**src/hw/rtl/wdra_pkg.sv**
```systemverilog
`default_nettype none

package wdra_pkg;

  localparam int WINDOW_SLOTS_DEF = 4;
  localparam int GAP_CLAMP        = 3;

  localparam int TIME_W  = 32;
  localparam int VALUE_W = 64;
  localparam int DELTA_W = 32;
  localparam int AVG_W   = 32;
  localparam int TDATA_W = TIME_W + VALUE_W;

  // item kinds carried on s_tuser
  localparam logic KIND_FILL = 1'b0;
  localparam logic KIND_READ = 1'b1;

  typedef struct packed {
    logic capture;
    logic eval;
    logic push;
    logic sum;
    logic prep;
    logic div;
    logic out_load;
  } cmd_t;

  typedef struct packed {
    logic is_read;
    logic fill_ok;
    logic count_pos;
    logic zeros_done;
    logic sum_last;
    logic div_last;
    logic out_free;
  } sts_t;

endpackage

`default_nettype wire

```
**src/hw/rtl/wdra_ctrl.sv**
```systemverilog
`default_nettype none

module wdra_ctrl
  import wdra_pkg::*;
(
  input  wire  clk,
  input  wire  rst,
  input  wire  s_tvalid,
  output logic s_tready,
  input  sts_t sts,
  output cmd_t cmd
);

  typedef enum logic [5:0] {
    ST_IDLE = 6'b000001,
    ST_EVAL = 6'b000010,
    ST_PUSH = 6'b000100,
    ST_SUM  = 6'b001000,
    ST_DIV  = 6'b010000,
    ST_DONE = 6'b100000
  } state_t;

  state_t state, state_next;
  logic   prep;
  logic   prep_next;

  always_comb begin
    state_next = state;
    prep_next  = 1'b0;
    cmd        = '0;
    s_tready   = 1'b0;
    unique case (state)
      ST_IDLE: begin
        s_tready = 1'b1;
        if (s_tvalid) begin
          cmd.capture = 1'b1;
          state_next  = ST_EVAL;
        end
      end
      ST_EVAL: begin
        cmd.eval = 1'b1;
        if (sts.is_read) begin
          state_next = sts.count_pos ? ST_SUM : ST_DONE;
        end else begin
          state_next = sts.fill_ok ? ST_PUSH : ST_IDLE;
        end
      end
      ST_PUSH: begin
        cmd.push = 1'b1;
        if (sts.zeros_done) begin
          state_next = ST_IDLE;
        end
      end
      ST_SUM: begin
        cmd.sum = 1'b1;
        if (sts.sum_last) begin
          prep_next  = 1'b1;
          state_next = ST_DIV;
        end
      end
      ST_DIV: begin
        // first cycle loads the dividend magnitude
        if (prep) begin
          cmd.prep = 1'b1;
        end else begin
          cmd.div = 1'b1;
          if (sts.div_last) begin
            state_next = ST_DONE;
          end
        end
      end
      ST_DONE: begin
        if (sts.out_free) begin
          cmd.out_load = 1'b1;
          state_next   = ST_IDLE;
        end
      end
      default: begin
        state_next = ST_IDLE;
      end
    endcase
  end

  always_ff @(posedge clk) begin
    if (rst) begin
      state <= ST_IDLE;
      prep  <= 1'b0;
    end else begin
      state <= state_next;
      prep  <= prep_next;
    end
  end

endmodule

`default_nettype wire

```
**src/hw/rtl/wdra_dpath.sv**
```systemverilog
`default_nettype none

module wdra_dpath
  import wdra_pkg::*;
#(
  parameter int WINDOW_SLOTS = WINDOW_SLOTS_DEF
) (
  input  wire                 clk,
  input  wire                 rst,
  input  cmd_t                cmd,
  output sts_t                sts,
  input  wire                 kind,
  input  wire  [TIME_W-1:0]   now,
  input  wire  [DELTA_W-1:0]  value_lo,
  input  wire                 m_tready,
  output logic                m_tvalid,
  output logic [AVG_W-1:0]    average
);

  localparam int PTR_W  = (WINDOW_SLOTS > 1) ? $clog2(WINDOW_SLOTS) : 1;
  localparam int CNT_W  = $clog2(WINDOW_SLOTS + 1);
  localparam int SUM_W  = DELTA_W + $clog2(WINDOW_SLOTS) + 1;
  localparam int BCNT_W = $clog2(SUM_W);
  localparam int ZC_W   = $clog2(GAP_CLAMP);

  localparam logic [PTR_W-1:0] PTR_LAST = PTR_W'(WINDOW_SLOTS - 1);
  localparam logic [CNT_W:0]   SLOTS_P1 = (CNT_W + 1)'(WINDOW_SLOTS + 1);

  logic                kind_r;
  logic [TIME_W-1:0]   now_r;
  logic [DELTA_W-1:0]  value_r;

  logic [TIME_W-1:0]   last_time;
  logic [DELTA_W-1:0]  last_sample;
  logic [DELTA_W-1:0]  delta_ring [WINDOW_SLOTS];
  logic [PTR_W-1:0]    ring_pointer;
  logic [DELTA_W-1:0]  delta_r;
  logic [ZC_W-1:0]     zcnt;

  logic [PTR_W-1:0]    rd;
  logic [CNT_W-1:0]    left;
  logic [CNT_W-1:0]    cnt;
  logic [SUM_W-1:0]    acc;
  logic [SUM_W-1:0]    quo;
  logic [CNT_W-1:0]    rem;
  logic [BCNT_W-1:0]   bcnt;
  logic                neg;

  logic signed [TIME_W-1:0] diff;
  logic [CNT_W-1:0]         count;
  logic [ZC_W-1:0]          zeros;
  logic [CNT_W:0]           trial;
  logic                     ge;
  logic [PTR_W-1:0]         ptr_dec;
  logic [DELTA_W-1:0]       rd_word;

  assign diff = $signed(now_r - last_time);

  always_comb begin
    if (diff < $signed(TIME_W'(2))) begin
      count = CNT_W'(WINDOW_SLOTS);
    end else begin
      count = CNT_W'(SLOTS_P1 - diff[CNT_W:0]);
    end
    if (diff >= $signed(TIME_W'(GAP_CLAMP))) begin
      zeros = ZC_W'(GAP_CLAMP - 1);
    end else begin
      zeros = ZC_W'(diff[ZC_W-1:0] - ZC_W'(1));
    end
  end

  assign ptr_dec = (ring_pointer == '0) ? PTR_LAST : ring_pointer - PTR_W'(1);
  assign rd_word = delta_ring[rd];

  assign trial = {rem, quo[SUM_W-1]};
  assign ge    = (trial >= {1'b0, cnt});

  assign sts.is_read    = (kind_r == KIND_READ);
  assign sts.fill_ok    = (diff > $signed(TIME_W'(0)));
  assign sts.count_pos  = (diff <= $signed(TIME_W'(WINDOW_SLOTS)));
  assign sts.zeros_done = (zcnt == '0);
  assign sts.sum_last   = (left == CNT_W'(1));
  assign sts.div_last   = (bcnt == '0);
  assign sts.out_free   = !m_tvalid || m_tready;

  always_ff @(posedge clk) begin
    if (cmd.capture) begin
      kind_r  <= kind;
      now_r   <= now;
      value_r <= value_lo;
    end
    if (cmd.eval) begin
      delta_r <= value_r - last_sample;
      zcnt    <= zeros;
      rd      <= ptr_dec;
      left    <= count;
      cnt     <= count;
      acc     <= '0;
      quo     <= '0;
      neg     <= 1'b0;
    end
    if (cmd.push && zcnt != '0) begin
      zcnt <= zcnt - ZC_W'(1);
    end
    if (cmd.sum) begin
      acc  <= acc + {{(SUM_W - DELTA_W){rd_word[DELTA_W-1]}}, rd_word};
      rd   <= (rd == '0) ? PTR_LAST : rd - PTR_W'(1);
      left <= left - CNT_W'(1);
    end
    if (cmd.prep) begin
      neg  <= acc[SUM_W-1];
      quo  <= acc[SUM_W-1] ? SUM_W'(-acc) : acc;
      rem  <= '0;
      bcnt <= BCNT_W'(SUM_W - 1);
    end
    if (cmd.div) begin
      rem  <= ge ? CNT_W'(trial - {1'b0, cnt}) : CNT_W'(trial);
      quo  <= {quo[SUM_W-2:0], ge};
      bcnt <= bcnt - BCNT_W'(1);
    end
    if (cmd.out_load) begin
      average <= neg ? AVG_W'(-quo[AVG_W-1:0]) : quo[AVG_W-1:0];
    end
  end

  always_ff @(posedge clk) begin
    if (rst) begin
      last_time    <= '0;
      last_sample  <= '0;
      ring_pointer <= '0;
      m_tvalid     <= 1'b0;
      for (int i = 0; i < WINDOW_SLOTS; i++) begin
        delta_ring[i] <= '0;
      end
    end else begin
      if (cmd.eval && !sts.is_read && sts.fill_ok) begin
        last_time   <= now_r;
        last_sample <= value_r;
      end
      if (cmd.push) begin
        delta_ring[ring_pointer] <= (zcnt != '0) ? '0 : delta_r;
        ring_pointer <= (ring_pointer == PTR_LAST) ? '0 : ring_pointer + PTR_W'(1);
      end
      if (cmd.out_load) begin
        m_tvalid <= 1'b1;
      end else if (m_tready) begin
        m_tvalid <= 1'b0;
      end
    end
  end

endmodule

`default_nettype wire

```
**src/hw/rtl/windowed_delta_rate_averager.sv**
```systemverilog
// Windowed delta rate averager.
// Slave channel s_*: one beat per item. s_tuser is the kind (0 = fill,
// 1 = read); s_tdata carries now (signed time in ticks) and value (signed
// 64-bit counter sample, used by fills only).
// A fill later than the last fill stores the counter delta in a ring of
// WINDOW_SLOTS slots, after up to two zero slots for skipped ticks. A read
// returns one beat on m_* with the truncated average of the newest slots
// still inside the window, or 0 when none are.
// One item is worked at a time; s_tready is high only while idle.
// Fill: 1 to 3 ring writes (one per cycle) if not stale. Read: sums the
// N newest slots, N = slots averaged (1..WINDOW_SLOTS), then divides the sum
// by N bit-serially over SUM_W = 32 + clog2(WINDOW_SLOTS) + 1 bits (35 at 4
// slots); a read whose window is empty skips both. The divider sets the read time.
// The result sits in an output register; a new item is accepted while it
// waits. If the receiver stalls, a following read finishes and holds until
// the register frees up.
// Reset (synchronous) clears the ring, pointer, last time, last sample and m_tvalid.
`default_nettype none

module windowed_delta_rate_averager
  import wdra_pkg::*;
#(
  parameter int WINDOW_SLOTS = WINDOW_SLOTS_DEF
) (
  input  wire                clk,
  input  wire                rst,
  input  wire                s_tvalid,
  output logic               s_tready,
  input  wire  [TDATA_W-1:0] s_tdata,   // [31:0] now, [95:32] value
  input  wire  [0:0]         s_tuser,   // [0] kind
  output logic               m_tvalid,
  input  wire                m_tready,
  output logic [AVG_W-1:0]   m_tdata    // [31:0] average
);

  cmd_t cmd;
  sts_t sts;

  wdra_ctrl u_ctrl (
    .clk      (clk),
    .rst      (rst),
    .s_tvalid (s_tvalid),
    .s_tready (s_tready),
    .sts      (sts),
    .cmd      (cmd)
  );

  wdra_dpath #(
    .WINDOW_SLOTS (WINDOW_SLOTS)
  ) u_dpath (
    .clk      (clk),
    .rst      (rst),
    .cmd      (cmd),
    .sts      (sts),
    .kind     (s_tuser[0]),
    .now      (s_tdata[TIME_W-1:0]),
    .value_lo (s_tdata[TIME_W+DELTA_W-1:TIME_W]),
    .m_tready (m_tready),
    .m_tvalid (m_tvalid),
    .average  (m_tdata)
  );

  a_one_at_a_time: assert property (@(posedge clk) disable iff (rst)
    (s_tvalid && s_tready) |=> !s_tready)
    else $error("item accepted while previous one in progress");

  a_no_overwrite: assert property (@(posedge clk) disable iff (rst)
    cmd.out_load |-> (!m_tvalid || m_tready))
    else $error("result loaded over a pending beat");

  a_fill_no_result: assert property (@(posedge clk) disable iff (rst)
    (s_tvalid && s_tready && s_tuser[0] == KIND_FILL) |=> !cmd.out_load ##1 !cmd.out_load)
    else $error("fill produced a result");

endmodule

`default_nettype wire

```
**config.mk**
```make
export PLATFORM = sky130hd
export DESIGN_NAME = windowed_delta_rate_averager
export DESIGN_NICKNAME = d
export VERILOG_FILES = /design/src/hw/rtl/wdra_pkg.sv /design/src/hw/rtl/wdra_ctrl.sv /design/src/hw/rtl/wdra_dpath.sv /design/src/hw/rtl/windowed_delta_rate_averager.sv
export SDC_FILE = /design/constraint.sdc
export NUM_CORES = 1
export LEC_CHECK = 0
export ABC_AREA = 1
export BUFFER_PORTS_ARGS = -buffer_cell sky130_fd_sc_hd__buf_4
export CELL_PAD_IN_SITES_DETAIL_PLACEMENT = 0
export CELL_PAD_IN_SITES_GLOBAL_PLACEMENT = 1
export CORE_MARGIN = 2
export CORE_UTILIZATION = 48
export CTS_BUF_LIST = sky130_fd_sc_hd__clkbuf_8
export DETAILED_ROUTE_END_ITERATION = 8
export PLACE_DENSITY_LB_ADDON = 0.1
export SYNTH_ARGS = -nofsm -noshare
export SYNTH_HDL_FRONTEND = slang
export SYNTH_HIERARCHICAL = 1
export SYNTH_SLANG_ARGS = --single-unit
```
**constraint.sdc**
```tcl
create_clock -name clk -period 5.5 [get_ports clk]
set_clock_uncertainty 0.15 [all_clocks]
set_input_delay 0.55 -clock clk [delete_from_list [all_inputs] [get_ports clk]]
set_output_delay 0.55 -clock clk [all_outputs]
set_load 0.03 [all_outputs]
```
* Yosys cells after proc, flatten, opt, wreduce, memory -nomap -nowiden
Memories as Yosys holds them, arrays and structs flattened. A register that Yosys moved wholly into a read port is not among the register bits.
Index checks and enable logic that the tools add are counted.
** Cells by class
- Muxes and demuxes :: 58
- Equal/unequal tests :: 14
- Reduce and logical (&&, ||, !) cells :: 20
- Add/subtract/negate cells :: 14
- Bitwise gates (word level) :: 1
- Order comparisons :: 5
** Operator list (count)
- 35-bit two-way mux :: 5
- 32-bit two-way mux :: 3
- 32-bit subtractor :: 2
- 6-bit two-way mux :: 10
- 6-bit one-hot mux with 6 select lines :: 1
- 35-bit adder :: 1
- 35-bit negator :: 1
- 32-bit by 3-bit greater-or-equal comparator with 1-bit output, second input constant :: 1
- 32-bit by 1-bit greater-than comparator with 1-bit output, second input constant :: 1
- 32-bit by 4-bit less-or-equal comparator with 1-bit output, second input constant :: 1
- 32-bit by 3-bit less-than comparator with 1-bit output, second input constant :: 1
- 32-bit negator :: 1
- 32-bit OR reduction :: 1
- 2-bit two-way mux :: 11
- 1-bit two-way mux :: 21
- 3-bit two-way mux :: 7
- 2-bit inequality test, second input constant :: 6
- 2-bit nonzero test :: 6
- 2-bit by 1-bit subtractor with 2-bit output, second input constant :: 4
- 6-bit by 1-bit equality test with 1-bit output, second input constant :: 1
- 6-bit by 2-bit equality test with 1-bit output, second input constant :: 1
- 6-bit by 3-bit equality test with 1-bit output, second input constant :: 1
- 6-bit by 4-bit equality test with 1-bit output, second input constant :: 1
- 6-bit by 5-bit equality test with 1-bit output, second input constant :: 1
- other kinds (18) :: 23
** Word-level totals
- Memory bits (writable) :: 128
- Output and inout bits :: 34
- Bits in registers :: 293
- Logic and storage cells :: 133
- Memories kept :: 1
** Memory list
- u_dpath.delta_ring :: depth 4, width 32, rd ports 1, clocked after Yosys merged registers in 1, wr ports 4, RTL line wdra_dpath.sv:35 : logic [DELTA_W-1:0] delta_ring [WINDOW_SLOTS];

* Depth between registers and ports, before layout
- Depth in word-level cells :: 7
- Depth in mapped cells :: 26

* Hierarchy
Netlist, hierarchy kept.
** Modules (own cells, without submodules)
- wdra_dpath :: cells each 2978, instances 1, seq. area each 11801.3 µm², area an instance 24252.0 µm²
- wdra_ctrl :: cells each 79, instances 1, seq. area each 140.1 µm², area an instance 506.7 µm²

* Worst setup path after synthesis
OpenSTA, ideal clock, no wires.
- Kind :: reg2reg
- Start :: register u_ctrl.state[2]
- End :: register u_dpath.kind_r, enable pin
- Path buffers :: 0
- Clock period less this slack :: 4069 ps
- Arrival :: 3431 ps
- Path slack :: 1431 ps
- Stages on the path, launching flop included :: 6
- Cell sequence :: dfxtp_1 nor2_4 nand2_2 inv_2 nand2_1 nor2_1
** RTL lines
- start, declared :: RTL line wdra_ctrl.sv:23 : state_t state, state_next;
- start signal, assigned :: RTL line wdra_ctrl.sv:89 : state <= state_next;
- end signal, assigned :: RTL line wdra_dpath.sv:88 : kind_r <= kind;
- end, declared :: RTL line wdra_dpath.sv:29 : logic kind_r;

==> results.py <==
metrics = {
    "synth": {
        "syn_area_sq_um": 24800,
        "synth_async_sr_flop_share_pct": 0,
        "synth_area_per_cell_sq_um": 8.10,
        "synthMostInstantiatedCell": "nand2_1",
        "post-synth-top-area-cell": "edfxtp_1",
        "synth_top_area_share_pct": 42.1,
        "ys_ff_latch": 423,
        "synthTopCellsByArea": "edfxtp_1 42%, nand2_1 9.9%, inv_1 7.1%",
        "ys_seq_area_share_pct": 48.2,
        "syn-num-nets": 3272,
        "yosysWarningCount": 6,
        "synth_top_flop_cell": "edfxtp_1",
        "synthCells": 3057,
        "ys_types": 54,
        "synth-edff-count": 347,
        "synth_common_cells": "650 x nand2_1, 471 x inv_1, 424 x nor2_1",
    },
    "cells_and_area": {
        "drive_gt1_share_pct": 8.97,
        "diodes": 0,
        "n_fill_cell": 4847,
        "fin_nets": 3457,
        "area_growth_pct": 14.1,
    },
    "die": {
        "die_w_um": 231,
        "start_util_pct": 48.4,
        "rows": 83,
        "io_pins": 135,
        "die_h_um": 231,
        "core_sq_um": 51200,
        "die-area_sq_um": 53400,
    },
    "cts": {
        "cts.sinks": 423,
        "htreeDepth": 3,
        "clock_latency_ns": 0.67,
        "numCtsBuffers": 75,
        "cts_tree": "yes",
        "root_buffer": "clkbuf_8",
        "post_cts_buffers": 0,
        "cts_max_path_buffers": 3,
        "path_clk_slew_ns": 0.06,
    },
    "critical_path": {
        "reg2reg_depth": 16,
        "critPathBufInv": 3,
        "cpLargestDelayFamily": "compound AO/OA/AOI/OAI gates",
        "arrival_ns": 4.50,
        "required_ns": 5.77,
        "crit_path_start_kind": "register",
        "path_depth": 16,
        "crit_fanout": 36,
        "reg2reg_to": "u_dpath/acc[25]",
        "worstPathCellList": "inv_2 > buf_4 > o21ai_0 > o22ai_1 > ha_1 > a21oi_1 > inv_1 > a21oi_1 > o21a_1 > nand2_1 > a21oi_1 > o21ai_0 > a21oi_1 > nand2_1 > nand2_1 > nor2_1",
        "crit_type": "register to register",
        "cp-end-kind": "register",
        "crit_path_max_incr_delay_ns": 0.73,
        "reg2reg_slack_ns": 1.27,
        "cp_slowest_cell": "dfxtp_1",
        "crit_top_cell": "a21oi_1",
        "setup.worst_path.end": "u_dpath/acc[25]",
    },
    "power": {
        "power_leakage_nw": 12.6,
        "vdd_ir_drop_max_uv": 258,
        "power_density_nw_per_um2": 382,
        "fin_total_pwr_mw": 10.8,
    },
    "sta": {
        "setup-tns-final_ns": 0,
        "setup-violations-final": 0,
        "max_freq_mhz": 237,
        "rsz0062_at_grt": "no",
        "worst_pin_slew_ns": 0.993,
        "slew_headroom_pct": 33.6,
        "finalHoldViolCount": 0,
        "fin_crit_ns": 4.23,
        "slew_viol_final": 0,
        "fin_crit_sh_pct": 76.8,
    },
    "drt": {
        "final_antenna_net_count": 0,
        "wire_per_inst_um": 16.2,
        "drt_iter0_drc": 1255,
        "drc": 0,
        "finalWirelength_mm": 64.6,
        "via_per_inst": 5.16,
        "vias": 20500,
        "firstDrtPassIters": 6,
    },
    "placement": {
        "port_buffers": 102,
        "routabilityCongestion": 0.914,
        "hpwl_mm": 45.1,
    },
    "global_route": {
        "grt_antenna_before_repair": 0,
        "grt_max_degree": 70,
        "grt.overflow.total": 0,
        "grt_pass1_vias": 19800,
        "grt_pass1_wl_mm": 103,
        "track_usage_pct": 24.3,
    },
    "hold_path": {
        "hold_path.class": "input port to register",
    },
    "outcome": {
        "status": "completed",
    },
    "job": {
        "maxCapViolations": 0,
    },
}
## per-layer routing
| layer | routed length (um) | GRT usage [%] | up-vias |
|---|---|---|---|
| met3 | 3000 | 3.33 | 81 |
| met2 | 31900 | 42.5 | 474 |
| met1 | 28600 | 31.5 | 9614 |
| li1 | - | - | 10400 |
| met4 | 1150 | 6.41 | 0 |
| met5 | 0 | 0 | - |
## state kept, by name, indices dropped and copies added (netlist names), 3 cells and up, named ones only
register,flops
u_dpath/delta_ring,128
u_dpath/cnt,3
u_ctrl/state,6
u_dpath/last_sample,32
u_dpath/last_time,32
u_dpath/quo,35
u_dpath/rem,3
u_dpath/bcnt,6
u_dpath/delta_r,32
u_dpath/left,3
u_dpath/acc,35
u_dpath/value_r,32
u_dpath/average,32
u_dpath/now_r,32
## layout by cell type, fill, tap and decap left out, drive strengths merged, types with 40 or more instances in the layout
cell type,count
nand2,659
xor2,62
dlygate4sd3,68
nand3,100
inv,532
dfxtp,76
ha,110
buf,126
edfxtp,347
clkinv,79
nor3,40
clkbuf,78
o21ai,168
o22ai,45
a21oi,148
nor2,433
nand4,102
## area by class of cell
type	instances	area (sq um)	share of cell area, %
Clock inverter	58	293	1.04
Tap cell	680	851	3.01
Inverter	556	2090	7.39
Clock buffer	78	1070	3.80
Timing Repair Buffer	194	1630	5.76
Multi-Input combinational cell	1992	10400	36.7
Sequential cell	423	11900	42.3
## worst reg2reg max path, cell delays in order (launching register included)
cell and delay [ns]:
dfxtp_1 0.73, inv_2 0.39, buf_4 0.38, o21ai_0 0.20
o22ai_1 0.14, ha_1 0.39, a21oi_1 0.17, inv_1 0.07
a21oi_1 0.23, o21a_1 0.17, nand2_1 0.07, a21oi_1 0.25
o21ai_0 0.19, a21oi_1 0.26, nand2_1 0.08, nand2_1 0.06
nor2_1 0.06
## through the flow
stage	cells	setup WS, ns	instance area [sq um]	hold WS, ns	util (%)
6_report	3981	1.27	28300	0.0890	55.2
5_1_grt	3981	0.871	28300	0.103	55.2
4_1_cts	3981	1.35	28300	0.0361	55.2
3_5_place_dp	3777	1.37	26200	0.341	51.2
3_3_place_gp	3777	1.41	26200	0.328	51.2
2_1_floorplan	3057	1.43	24800	0.302	-
## power by group
| group | total [mW] | internal (mW) | switching [mW] |
|---|---|---|---|
| logic | 3.86 | 1.23 | 2.63 |
| clock network | 2.70 | 1.34 | 1.36 |
| registers | 4.22 | 3.98 | 0.241 |
| total | 10.8 | 6.55 | 4.23 |
## cell families (layout without fill, tap and decap cells)
logic type      after synthesis  count (layout)  share of synthesized area, %
compound gates              434             434                          9.73
xor+xnor                     78              78                          2.76
fa+ha+maj                   114             114                          5.88
buf+inv                     642             886                          10.0
flops                       423             423                          48.2
mux                           1               1                        0.0455
simple gates               1365            1365                          23.3
## how the worst min path moves through the flow
stage                          to  depth (start not counted)  slack [ns]              from
2_1_floorplan  u_dpath/average[0]                          0        0.30    u_dpath/quo[0]
3_3_place_gp     u_dpath/m_tvalid                          2        0.33  u_dpath/m_tvalid
3_5_place_dp     u_dpath/m_tvalid                          2        0.34  u_dpath/m_tvalid
4_1_cts           u_ctrl/state[0]                          4        0.04          s_tvalid
5_1_grt           u_ctrl/state[0]                          4        0.10          s_tvalid
6_report          u_ctrl/state[0]                          4        0.09          s_tvalid
## repair_timing
action	4_1_cts	5_1_grt
gates resized for setup	0	0
hold buffers	68	0
endpoints found under the hold margin	69	0
No activity file was read; power rests on OpenSTA's default activity.
